File: src/design/eft_pkg.sv
// Shared types and constants for the elapsed-time-to-frame converter.
// No dependencies; imported by every module of the block.
`timescale 1ns / 1ps
package eft_pkg;
   localparam int UNIT_W = 64;
   localparam int CNT_W  = $clog2(UNIT_W) + 1;
   localparam logic [29:0] NS_PER_SEC = 30'd1000000000;
   localparam logic [31:0] FPS_NUM_RESET = 32'd30;
   localparam logic [31:0] FPS_DEN_RESET = 32'd1;

   typedef enum logic [1:0] {
      ST_OK       = 2'd0,
      ST_INVALID  = 2'd1,
      ST_OVERFLOW = 2'd2,
      ST_RANGE    = 2'd3
   } status_type;

   typedef enum logic {
      REG_FPS_NUM = 1'b0,
      REG_FPS_DEN = 1'b1
   } reg_idx_type;

   typedef enum logic [3:0] {
      S_IDLE,
      S_GCD_GO,
      S_GCD_WAIT,
      S_DF_GO,
      S_DF_WAIT,
      S_DD_GO,
      S_DD_WAIT,
      S_MN_GO,
      S_MN_WAIT,
      S_MD_GO,
      S_MD_WAIT,
      S_Q_GO,
      S_Q_WAIT,
      S_DONE
   } seq_state_type;
endpackage

File: src/design/eft_gcd.sv
// Binary gcd unit, one shift or subtract step per cycle.
// Depends on eft_pkg.
`timescale 1ns / 1ps
module eft_gcd import eft_pkg::*; (
   input  logic              clock,
   input  logic              reset,
   input  logic              start,
   input  logic [UNIT_W-1:0] a,
   input  logic [UNIT_W-1:0] b,
   output logic              done,
   output logic [UNIT_W-1:0] g
);
   logic              busy_ff, busy_in;
   logic              done_ff, done_in;
   logic [UNIT_W-1:0] a_ff, a_in, b_ff, b_in, g_ff, g_in;
   logic [CNT_W-1:0]  k_ff, k_in;

   always_comb begin
      busy_in = busy_ff;
      done_in = 1'b0;
      a_in    = a_ff;
      b_in    = b_ff;
      k_in    = k_ff;
      g_in    = g_ff;
      if (start) begin
         busy_in = 1'b1;
         a_in    = a;
         b_in    = b;
         k_in    = '0;
      end else if (busy_ff) begin
         if (a_ff == '0) begin
            g_in    = b_ff << k_ff;
            busy_in = 1'b0;
            done_in = 1'b1;
         end else if (b_ff == '0) begin
            g_in    = a_ff << k_ff;
            busy_in = 1'b0;
            done_in = 1'b1;
         end else if (!a_ff[0] && !b_ff[0]) begin
            a_in = a_ff >> 1;
            b_in = b_ff >> 1;
            k_in = k_ff + 1'b1;
         end else if (!a_ff[0]) begin
            a_in = a_ff >> 1;
         end else if (!b_ff[0]) begin
            b_in = b_ff >> 1;
         end else if (a_ff > b_ff) begin
            a_in = a_ff - b_ff;
         end else begin
            b_in = b_ff - a_ff;
         end
      end
   end

   always_ff @(posedge clock) begin
      if (reset) begin
         busy_ff <= 1'b0;
         done_ff <= 1'b0;
      end else begin
         busy_ff <= busy_in;
         done_ff <= done_in;
      end
      a_ff <= a_in;
      b_ff <= b_in;
      k_ff <= k_in;
      g_ff <= g_in;
   end

   assign done = done_ff;
   assign g    = g_ff;
endmodule

File: src/design/eft_div.sv
// Restoring divider, one quotient bit per cycle.
// Depends on eft_pkg.
`timescale 1ns / 1ps
module eft_div import eft_pkg::*; (
   input  logic              clock,
   input  logic              reset,
   input  logic              start,
   input  logic [UNIT_W-1:0] n,
   input  logic [UNIT_W-1:0] d,
   output logic              done,
   output logic [UNIT_W-1:0] q
);
   logic              busy_ff, busy_in;
   logic              done_ff, done_in;
   logic [UNIT_W-1:0] q_ff, q_in, r_ff, r_in, d_ff, d_in;
   logic [CNT_W-1:0]  cnt_ff, cnt_in;
   logic [UNIT_W:0]   trial;

   always_comb begin
      busy_in = busy_ff;
      done_in = 1'b0;
      q_in    = q_ff;
      r_in    = r_ff;
      d_in    = d_ff;
      cnt_in  = cnt_ff;
      trial   = {r_ff, q_ff[UNIT_W-1]};
      if (start) begin
         busy_in = 1'b1;
         q_in    = n;
         r_in    = '0;
         d_in    = d;
         cnt_in  = '0;
      end else if (busy_ff) begin
         if (trial >= {1'b0, d_ff}) begin
            r_in = UNIT_W'(trial - {1'b0, d_ff});
            q_in = {q_ff[UNIT_W-2:0], 1'b1};
         end else begin
            r_in = trial[UNIT_W-1:0];
            q_in = {q_ff[UNIT_W-2:0], 1'b0};
         end
         cnt_in = cnt_ff + 1'b1;
         if (cnt_ff == CNT_W'(UNIT_W - 1)) begin
            busy_in = 1'b0;
            done_in = 1'b1;
         end
      end
   end

   always_ff @(posedge clock) begin
      if (reset) begin
         busy_ff <= 1'b0;
         done_ff <= 1'b0;
         cnt_ff  <= '0;
      end else begin
         busy_ff <= busy_in;
         done_ff <= done_in;
         cnt_ff  <= cnt_in;
      end
      q_ff <= q_in;
      r_ff <= r_in;
      d_ff <= d_in;
   end

   assign done = done_ff;
   assign q    = q_ff;
endmodule

File: src/design/eft_mul.sv
// Shift-add multiplier with unsigned overflow flag, one multiplier bit per cycle.
// Depends on eft_pkg.
`timescale 1ns / 1ps
module eft_mul import eft_pkg::*; (
   input  logic              clock,
   input  logic              reset,
   input  logic              start,
   input  logic [UNIT_W-1:0] a,
   input  logic [UNIT_W-1:0] b,
   output logic              done,
   output logic [UNIT_W-1:0] p,
   output logic              ovf
);
   logic              busy_ff, busy_in;
   logic              done_ff, done_in;
   logic [UNIT_W-1:0] m_ff, m_in, b_ff, b_in, acc_ff, acc_in;
   logic              mhi_ff, mhi_in, ovf_ff, ovf_in;
   logic [CNT_W-1:0]  cnt_ff, cnt_in;
   logic [UNIT_W:0]   sum;

   always_comb begin
      busy_in = busy_ff;
      done_in = 1'b0;
      m_in    = m_ff;
      b_in    = b_ff;
      acc_in  = acc_ff;
      mhi_in  = mhi_ff;
      ovf_in  = ovf_ff;
      cnt_in  = cnt_ff;
      sum     = {1'b0, acc_ff} + {1'b0, m_ff};
      if (start) begin
         busy_in = 1'b1;
         m_in    = a;
         b_in    = b;
         acc_in  = '0;
         mhi_in  = 1'b0;
         ovf_in  = 1'b0;
         cnt_in  = '0;
      end else if (busy_ff) begin
         if (b_ff[0]) begin
            acc_in = sum[UNIT_W-1:0];
            ovf_in = ovf_ff | mhi_ff | sum[UNIT_W];
         end
         mhi_in = mhi_ff | m_ff[UNIT_W-1];
         m_in   = m_ff << 1;
         b_in   = b_ff >> 1;
         cnt_in = cnt_ff + 1'b1;
         if (cnt_ff == CNT_W'(UNIT_W - 1)) begin
            busy_in = 1'b0;
            done_in = 1'b1;
         end
      end
   end

   always_ff @(posedge clock) begin
      if (reset) begin
         busy_ff <= 1'b0;
         done_ff <= 1'b0;
         cnt_ff  <= '0;
      end else begin
         busy_ff <= busy_in;
         done_ff <= done_in;
         cnt_ff  <= cnt_in;
      end
      m_ff   <= m_in;
      b_ff   <= b_in;
      acc_ff <= acc_in;
      mhi_ff <= mhi_in;
      ovf_ff <= ovf_in;
   end

   assign done = done_ff;
   assign p    = acc_ff;
   assign ovf  = ovf_ff;
endmodule

File: src/design/elapsed_time_to_frame.sv
// Per valid beat: four gcd runs (one step per cycle), eight serial divisions and two
// multiplies, then a ninth division unless a product overflows or the divisor product is 0.
// Throughput: one item at a time; the next beat is taken once the sequencer is idle,
// even while the previous result still waits on rsp. Invalid operands go straight to done.
// Reset (synchronous): sequencer idle, no result pending, fps 30/1.
`timescale 1ns / 1ps
module elapsed_time_to_frame import eft_pkg::*; (
   input  logic         clock,
   input  logic         reset,
   input  logic         req_tvalid,
   output logic         req_tready,
   input  logic [127:0] req_tdata,   // base_frame[63:0], elapsed_ns[127:64]
   output logic         rsp_tvalid,
   input  logic         rsp_tready,
   output logic [71:0]  rsp_tdata,   // frame[62:0], status[64:63], zero pad
   input  logic         csr_wen,
   input  logic         csr_idx,
   input  logic [31:0]  csr_wdata
);
   seq_state_type state_ff, state_in;
   logic [31:0] fnum_ff, fden_ff;
   logic [62:0] fac0_ff, fac0_in, base_ff, base_in;
   logic [31:0] fac1_ff, fac1_in, div1_ff, div1_in;
   logic [29:0] div0_ff, div0_in;
   logic [1:0]  ij_ff, ij_in;
   logic [63:0] num_ff, num_in;
   logic        ovf_ff, ovf_in;
   logic [62:0] res_frame_ff, res_frame_in;
   status_type  res_status_ff, res_status_in;
   logic        rsp_valid_ff, rsp_valid_in;
   logic [62:0] rsp_frame_ff, rsp_frame_in;
   status_type  rsp_status_ff, rsp_status_in;

   logic              accept, bad_in, load_rsp;
   logic              gcd_start, div_start, mul_start;
   logic              gcd_done, div_done, mul_done, mul_ovf;
   logic [UNIT_W-1:0] gcd_a, gcd_b, gcd_g, div_n, div_d, div_q, mul_a, mul_b, mul_p;
   logic [UNIT_W-1:0] fac_sel, div_sel;
   logic [63:0]       sum;

   assign accept   = req_tvalid && req_tready;
   assign bad_in   = req_tdata[63] || req_tdata[127] || fnum_ff == '0 || fden_ff == '0;
   assign load_rsp = state_ff == S_DONE && (!rsp_valid_ff || rsp_tready);
   assign fac_sel  = ij_ff[0] ? UNIT_W'(fac1_ff) : UNIT_W'(fac0_ff);
   assign div_sel  = ij_ff[1] ? UNIT_W'(div1_ff) : UNIT_W'(div0_ff);
   assign sum      = {1'b0, base_ff} + div_q;

   eft_gcd u_gcd (.clock, .reset, .start(gcd_start), .a(gcd_a), .b(gcd_b),
                  .done(gcd_done), .g(gcd_g));
   eft_div u_div (.clock, .reset, .start(div_start), .n(div_n), .d(div_d),
                  .done(div_done), .q(div_q));
   eft_mul u_mul (.clock, .reset, .start(mul_start), .a(mul_a), .b(mul_b),
                  .done(mul_done), .p(mul_p), .ovf(mul_ovf));

   always_comb begin
      state_in = state_ff;
      unique case (state_ff)
         S_IDLE:     if (accept) state_in = bad_in ? S_DONE : S_GCD_GO;
         S_GCD_GO:   state_in = S_GCD_WAIT;
         S_GCD_WAIT: if (gcd_done) state_in = S_DF_GO;
         S_DF_GO:    state_in = S_DF_WAIT;
         S_DF_WAIT:  if (div_done) state_in = S_DD_GO;
         S_DD_GO:    state_in = S_DD_WAIT;
         S_DD_WAIT:  if (div_done) state_in = (ij_ff == 2'b11) ? S_MN_GO : S_GCD_GO;
         S_MN_GO:    state_in = S_MN_WAIT;
         S_MN_WAIT:  if (mul_done) state_in = S_MD_GO;
         S_MD_GO:    state_in = S_MD_WAIT;
         S_MD_WAIT: begin
            if (mul_done) state_in = (ovf_ff || mul_ovf || mul_p == '0) ? S_DONE : S_Q_GO;
         end
         S_Q_GO:     state_in = S_Q_WAIT;
         S_Q_WAIT:   if (div_done) state_in = S_DONE;
         S_DONE:     if (load_rsp) state_in = S_IDLE;
         default:    state_in = S_IDLE;
      endcase
   end

   always_comb begin
      req_tready    = state_ff == S_IDLE;
      gcd_start     = state_ff == S_GCD_GO;
      div_start     = state_ff == S_DF_GO || state_ff == S_DD_GO || state_ff == S_Q_GO;
      mul_start     = state_ff == S_MN_GO || state_ff == S_MD_GO;
      gcd_a         = fac_sel;
      gcd_b         = div_sel;
      div_n         = fac_sel;
      div_d         = gcd_g;
      mul_a         = UNIT_W'(fac0_ff);
      mul_b         = UNIT_W'(fac1_ff);
      fac0_in       = fac0_ff;
      fac1_in       = fac1_ff;
      div0_in       = div0_ff;
      div1_in       = div1_ff;
      base_in       = base_ff;
      ij_in         = ij_ff;
      num_in        = num_ff;
      ovf_in        = ovf_ff;
      res_frame_in  = res_frame_ff;
      res_status_in = res_status_ff;
      unique case (state_ff)
         S_IDLE: begin
            fac0_in = req_tdata[126:64];
            fac1_in = fnum_ff;
            div0_in = NS_PER_SEC;
            div1_in = fden_ff;
            base_in = req_tdata[62:0];
            ij_in   = '0;
            if (accept && bad_in) begin
               res_frame_in  = '0;
               res_status_in = ST_INVALID;
            end
         end
         S_DF_WAIT: begin
            if (div_done) begin
               if (ij_ff[0]) fac1_in = div_q[31:0];
               else          fac0_in = div_q[62:0];
            end
         end
         S_DD_GO, S_DD_WAIT: begin
            div_n = div_sel;
            if (state_ff == S_DD_WAIT && div_done) begin
               if (ij_ff[1]) div1_in = div_q[31:0];
               else          div0_in = div_q[29:0];
               ij_in = ij_ff + 1'b1;
            end
         end
         S_MN_WAIT: begin
            if (mul_done) begin
               num_in = mul_p;
               ovf_in = mul_ovf;
            end
         end
         S_MD_GO, S_MD_WAIT: begin
            mul_a = UNIT_W'(div0_ff);
            mul_b = UNIT_W'(div1_ff);
            if (state_ff == S_MD_WAIT && mul_done &&
                (ovf_ff || mul_ovf || mul_p == '0)) begin
               res_frame_in  = '0;
               res_status_in = ST_OVERFLOW;
            end
         end
         S_Q_GO, S_Q_WAIT: begin
            div_n = num_ff;
            div_d = mul_p;
            if (state_ff == S_Q_WAIT && div_done) begin
               if (div_q[63] || sum[63]) begin
                  res_frame_in  = '0;
                  res_status_in = ST_RANGE;
               end else begin
                  res_frame_in  = sum[62:0];
                  res_status_in = ST_OK;
               end
            end
         end
         default: begin
         end
      endcase
      rsp_valid_in  = load_rsp || (rsp_valid_ff && !rsp_tready);
      rsp_frame_in  = load_rsp ? res_frame_ff : rsp_frame_ff;
      rsp_status_in = load_rsp ? res_status_ff : rsp_status_ff;
   end

   always_ff @(posedge clock) begin
      if (reset) begin
         state_ff     <= S_IDLE;
         rsp_valid_ff <= 1'b0;
         fnum_ff      <= FPS_NUM_RESET;
         fden_ff      <= FPS_DEN_RESET;
      end else begin
         state_ff     <= state_in;
         rsp_valid_ff <= rsp_valid_in;
         if (csr_wen && csr_idx == REG_FPS_NUM) fnum_ff <= csr_wdata;
         if (csr_wen && csr_idx == REG_FPS_DEN) fden_ff <= csr_wdata;
      end
      fac0_ff       <= fac0_in;
      fac1_ff       <= fac1_in;
      div0_ff       <= div0_in;
      div1_ff       <= div1_in;
      base_ff       <= base_in;
      ij_ff         <= ij_in;
      num_ff        <= num_in;
      ovf_ff        <= ovf_in;
      res_frame_ff  <= res_frame_in;
      res_status_ff <= res_status_in;
      rsp_frame_ff  <= rsp_frame_in;
      rsp_status_ff <= rsp_status_in;
   end

   assign rsp_tvalid = rsp_valid_ff;
   assign rsp_tdata  = {7'd0, rsp_status_ff, rsp_frame_ff};

   a_err_zero_frame: assert property (@(posedge clock) disable iff (reset)
      rsp_valid_ff && rsp_status_ff != ST_OK |-> rsp_frame_ff == '0)
      else $error("nonzero frame with error status");
   a_bad_to_done: assert property (@(posedge clock) disable iff (reset)
      accept && bad_in |=> state_ff == S_DONE && res_status_ff == ST_INVALID)
      else $error("invalid operand not reported");
   a_good_starts: assert property (@(posedge clock) disable iff (reset)
      accept && !bad_in |=> state_ff == S_GCD_GO && ij_ff == 2'b00)
      else $error("reduction did not start");
   a_done_leaves: assert property (@(posedge clock) disable iff (reset)
      load_rsp |=> rsp_valid_ff && state_ff == S_IDLE)
      else $error("result not presented");
endmodule

File: config.mk
export PLATFORM = sky130hd
export DESIGN_NAME = elapsed_time_to_frame
export DESIGN_NICKNAME = d
export VERILOG_FILES = /design/src/design/eft_pkg.sv /design/src/design/eft_gcd.sv /design/src/design/eft_div.sv /design/src/design/eft_mul.sv /design/src/design/elapsed_time_to_frame.sv
export SDC_FILE = /design/constraint.sdc
export NUM_CORES = 2
export LEC_CHECK = 0
export BUFFER_PORTS_ARGS = -buffer_cell sky130_fd_sc_hd__buf_2
export CAP_MARGIN = 20
export CORE_UTILIZATION = 39
export DETAILED_ROUTE_END_ITERATION = 12
export MAX_ROUTING_LAYER = met4
export PLACE_DENSITY = 0.66
export SLEW_MARGIN = 20
export SYNTH_ARGS = -nofsm -noshare
export SYNTH_HDL_FRONTEND = slang
export SYNTH_SLANG_ARGS = --single-unit
File: constraint.sdc
create_clock -name clock -period 16.63 [get_ports clock]
set_input_delay 2.4945 -clock clock [delete_from_list [all_inputs] [get_ports clock]]
set_output_delay 2.4945 -clock clock [all_outputs]
set_load 0.05 [all_outputs]
==> reports/metrics.yaml <==
critical_path:
  cp_data_arrival_time_ns: 6.04
  timing.rr.start: "u_gcd.a_ff[0]"
  cp-end-kind: "flip-flop"
  critPathLaunchType: "flip-flop"
  rrSetupSlack_ns: 10.96
  worstPathMaxFanout: 35
  path_class: "reg -> reg"
  ff2ff_path_depth: 15
  cp.required_ns: 17.00
  r2r_end: "u_gcd.b_ff[54]"
global_routing:
  antenna_found_initial: 9
  grt_usage_pct: 27.6
  grt_pass1_wl_mm: 347
  grt_max_degree: 112
  grt_overflow_total: 0
  grt_pass1_vias: 53254
pwr:
  power_switching_w: 0.00870
  pwr-share-clk_pct: 14.6
  p_seq_share_pct: 29.1
  internal_power_w: 0.00916
  p_leak_nw: 29.2
  netSwitchingFraction_pct: 48.7
  vdd_ir_drop_max_v: 0.000128
  pwr-share-comb_pct: 56.3
  power_density_nw_per_um2: 245
layout:
  syn_to_final_growth_pct: 10.5
  utilization_pct: 43.5
  drive_gt1_share_pct: 8.63
  multi_input_area_sq_um: 33700
  register_area_sq_um: 29600
  nFillCells: 16211
  final_nets: 7629
cts:
  clkTransAtPathRegs_ns: 0.07
  cts-buffers-inserted: 112
  cts_setup_buffers: 0
  cts_resized: 0
  htreeDepth: 3
  clkSinkCount: 1059
  cts_tree: "yes"
  ctsHoldBuffers: 0
  clock_latency_ns: 0.75
  root_buffer: "clkbuf_16"
  clock_path_buffers: 3
floorplanning:
  core.rowCount: 150
  fp.dieW_um: 413
  core_sq_um: 167000
  die_area_sq_um: 171000
  die_height_um: 413
  ios: 240
  start_util_pct: 39.4
sta:
  fin_setup_tns_ns: 0
  timing.fmax_mhz: 176
  hold_viol_final: 0
  post-route-period-util_pct: 34.1
  fin_crit_ns: 5.67
  rsz0062_at_grt: "false"
  clock_skew_ns: 0.0360
  drv_slew: 0
  worst_slew_pin_slew_ns: 1.08
  setup-violations-final: 0
  slew_headroom_pct: 28.1
route:
  wl_mm: 236
  drtPass1Iterations: 6
  drt_iter0_markers: 6994
  post-route-drc-count: 0
  viasPerCell: 6.00
  detail-route-antenna-nets: 0
  wire_per_inst_um: 24.9
  vias: 56638
synthesis:
  ys_ff_latch: 1059
  netlist.area_leader.share_pct: 38.0
  seq_area_frac_synth_pct: 44.8
  yosysWarnings: 0
  synth_area_leader_cell: "edfxtp_1"
  synth_edf_count: 833
  synth-main-ff-cell: "edfxtp_1"
  async_flop_share_pct: 0
  synth_area_sq_um: 65900
  synth_cells: 7139
  syn_avg_cell_area_sq_um: 9.23
  synth.distinct_cells: 94
  netlist_top_cells_area: "edfxtp_1 38%, nand2_1 7.0%, dfxtp_1 6.9%"
worst_hold_path:
  min-delay-start: "res_frame_ff[52]"
  hold_path_end: "rsp_frame_ff[52]"
  hold_class: "reg -> reg"
  hold_path_depth: 0
placement:
  hpwl_mm: 177
  io_buffers: 232
  place_congestion: 0.979
run_status:
  status: "complete, no violations"
job:
  maxCapViolCount: 0
final cells by class:
type / count / area share, %
Antenna cell: 7 / 0.0241
Clock buffer: 165 / 4.58
Clock inverter: 48 / 0.669
Inverter: 305 / 1.58
Multi-Input combinational cell: 5344 / 46.3
Sequential cell: 1059 / 40.6
Tap cell: 2204 / 3.79
Timing Repair Buffer: 312 / 2.46
metal layers:
metal  routed length (um)  vias up  track usage [%]
met5                    0        -                -
met4                11300        0             11.6
met3                17300      417             3.74
met2               105000     2452             41.8
met1               102000    27818             37.1
li1                     -    25951                -
cells in the final DEF, fill, tap and decap left out, types with 222 or more instances in the layout:
master / instances
a21oi_1: 681
buf_2: 232
dfxtp_1: 222
edfxtp_1: 833
ha_1: 324
inv_1: 301
mux2i_1: 328
nand2_1: 1227
nor2_1: 462
o21ai_0: 422
kinds of logic (layout without fill, tap and decap cells):
kind of cell | after synthesis | count (layout) | synth area share, %
buffers and inverters | 742 | 830 | 4.37
other | 1 | 14 | 0.00569
AO/OA/AOI/OAI | 1989 | 1989 | 18.9
flip-flops | 1059 | 1059 | 44.8
XOR/XNOR | 283 | 283 | 3.76
multiplexers | 377 | 377 | 6.06
AND/OR/NAND/NOR | 2359 | 2359 | 15.8
adder cells (fa/ha/maj) | 329 | 329 | 6.31
per-stage QoR:
step                      std cells  cell area [sq um]  total power (W)  hold WS, ns  setup WS, ns
after floorplan                7145              65900           0.0117        0.400          5.05
after global placement         9221              68900           0.0149        0.404         10.76
after detailed placement       9222              68900           0.0150        0.405         10.69
after CTS                      9435              72700           0.0177        0.418         10.66
after global routing           9443              72800           0.0188        0.424         10.70
final                          9444              72800           0.0179        0.419         10.96
flip-flops by register name (all words and copies together), names as in the netlist, 4 cells and up:
name	flops
u_gcd.a_ff	64
base_ff	63
u_gcd.k_ff	7
fden_ff	32
rsp_frame_ff	63
u_div.q	64
u_mul.cnt_ff	7
fnum_ff	32
u_div.cnt_ff	7
u_mul.b_ff	32
u_mul.p	64
fac0_ff	63
u_gcd.g	64
u_div.d_ff	64
res_frame_ff	63
u_div.r_ff	64
div0_ff	30
fac1_ff	32
num_ff	64
state_ff	4
div1_ff	32
u_mul.m_ff	64
u_gcd.b_ff	64
synth_stat cells, types with 124 or more instances:
cell	number
nand2_1	1230
o21ai_0	423
nor2_1	469
inv_1	303
a21o_1	171
clkbuf_1	353
dfxtp_1	226
a21oi_1	683
ha_1	324
mux2i_1	328
a221oi_1	124
edfxtp_1	833
xnor2_1	188
how the worst max path moves through the flow:
stage | start | to | slack (ns) | depth (start not counted)
3_5_place_dp | u_gcd.a_ff[0] | u_gcd.b_ff[55] | 10.69 | 15
5_1_grt | u_gcd.a_ff[0] | u_gcd.b_ff[53] | 10.70 | 15
3_3_place_gp | u_gcd.a_ff[0] | u_gcd.b_ff[55] | 10.76 | 15
6_report | u_gcd.a_ff[0] | u_gcd.b_ff[54] | 10.96 | 15
4_1_cts | u_gcd.a_ff[0] | u_gcd.b_ff[53] | 10.66 | 15
2_1_floorplan | state_ff[2] | res_frame_ff[0] | 5.05 | 7
critical path, stage by stage (launching register included):
cell and delay (ns):
edfxtp_1 0.57, inv_1 0.16, ha_1 0.20, inv_1 0.07, fa_1 0.40, a21o_1 0.20
a221oi_2 0.42, or2_1 0.19, a311oi_2 0.14, o311ai_1 0.41, and2_1 0.37, a211oi_2 0.14
nor3_2 0.38, nor2_2 0.29, a21boi_4 0.68, buf_4 0.62
power groups by stage:
stage / Combinational, W / Sequential, W / Clock, W
final: 0.0101 / 0.00519 / 0.00262
after global routing: 0.0109 / 0.00525 / 0.00275
after CTS: 0.00984 / 0.00517 / 0.00265
after detailed placement: 0.00977 / 0.00521 / 0
after global placement: 0.00973 / 0.00519 / 0
after floorplan: 0.00700 / 0.00475 / 0
Note: power is estimated with default switching activity, not from simulation.
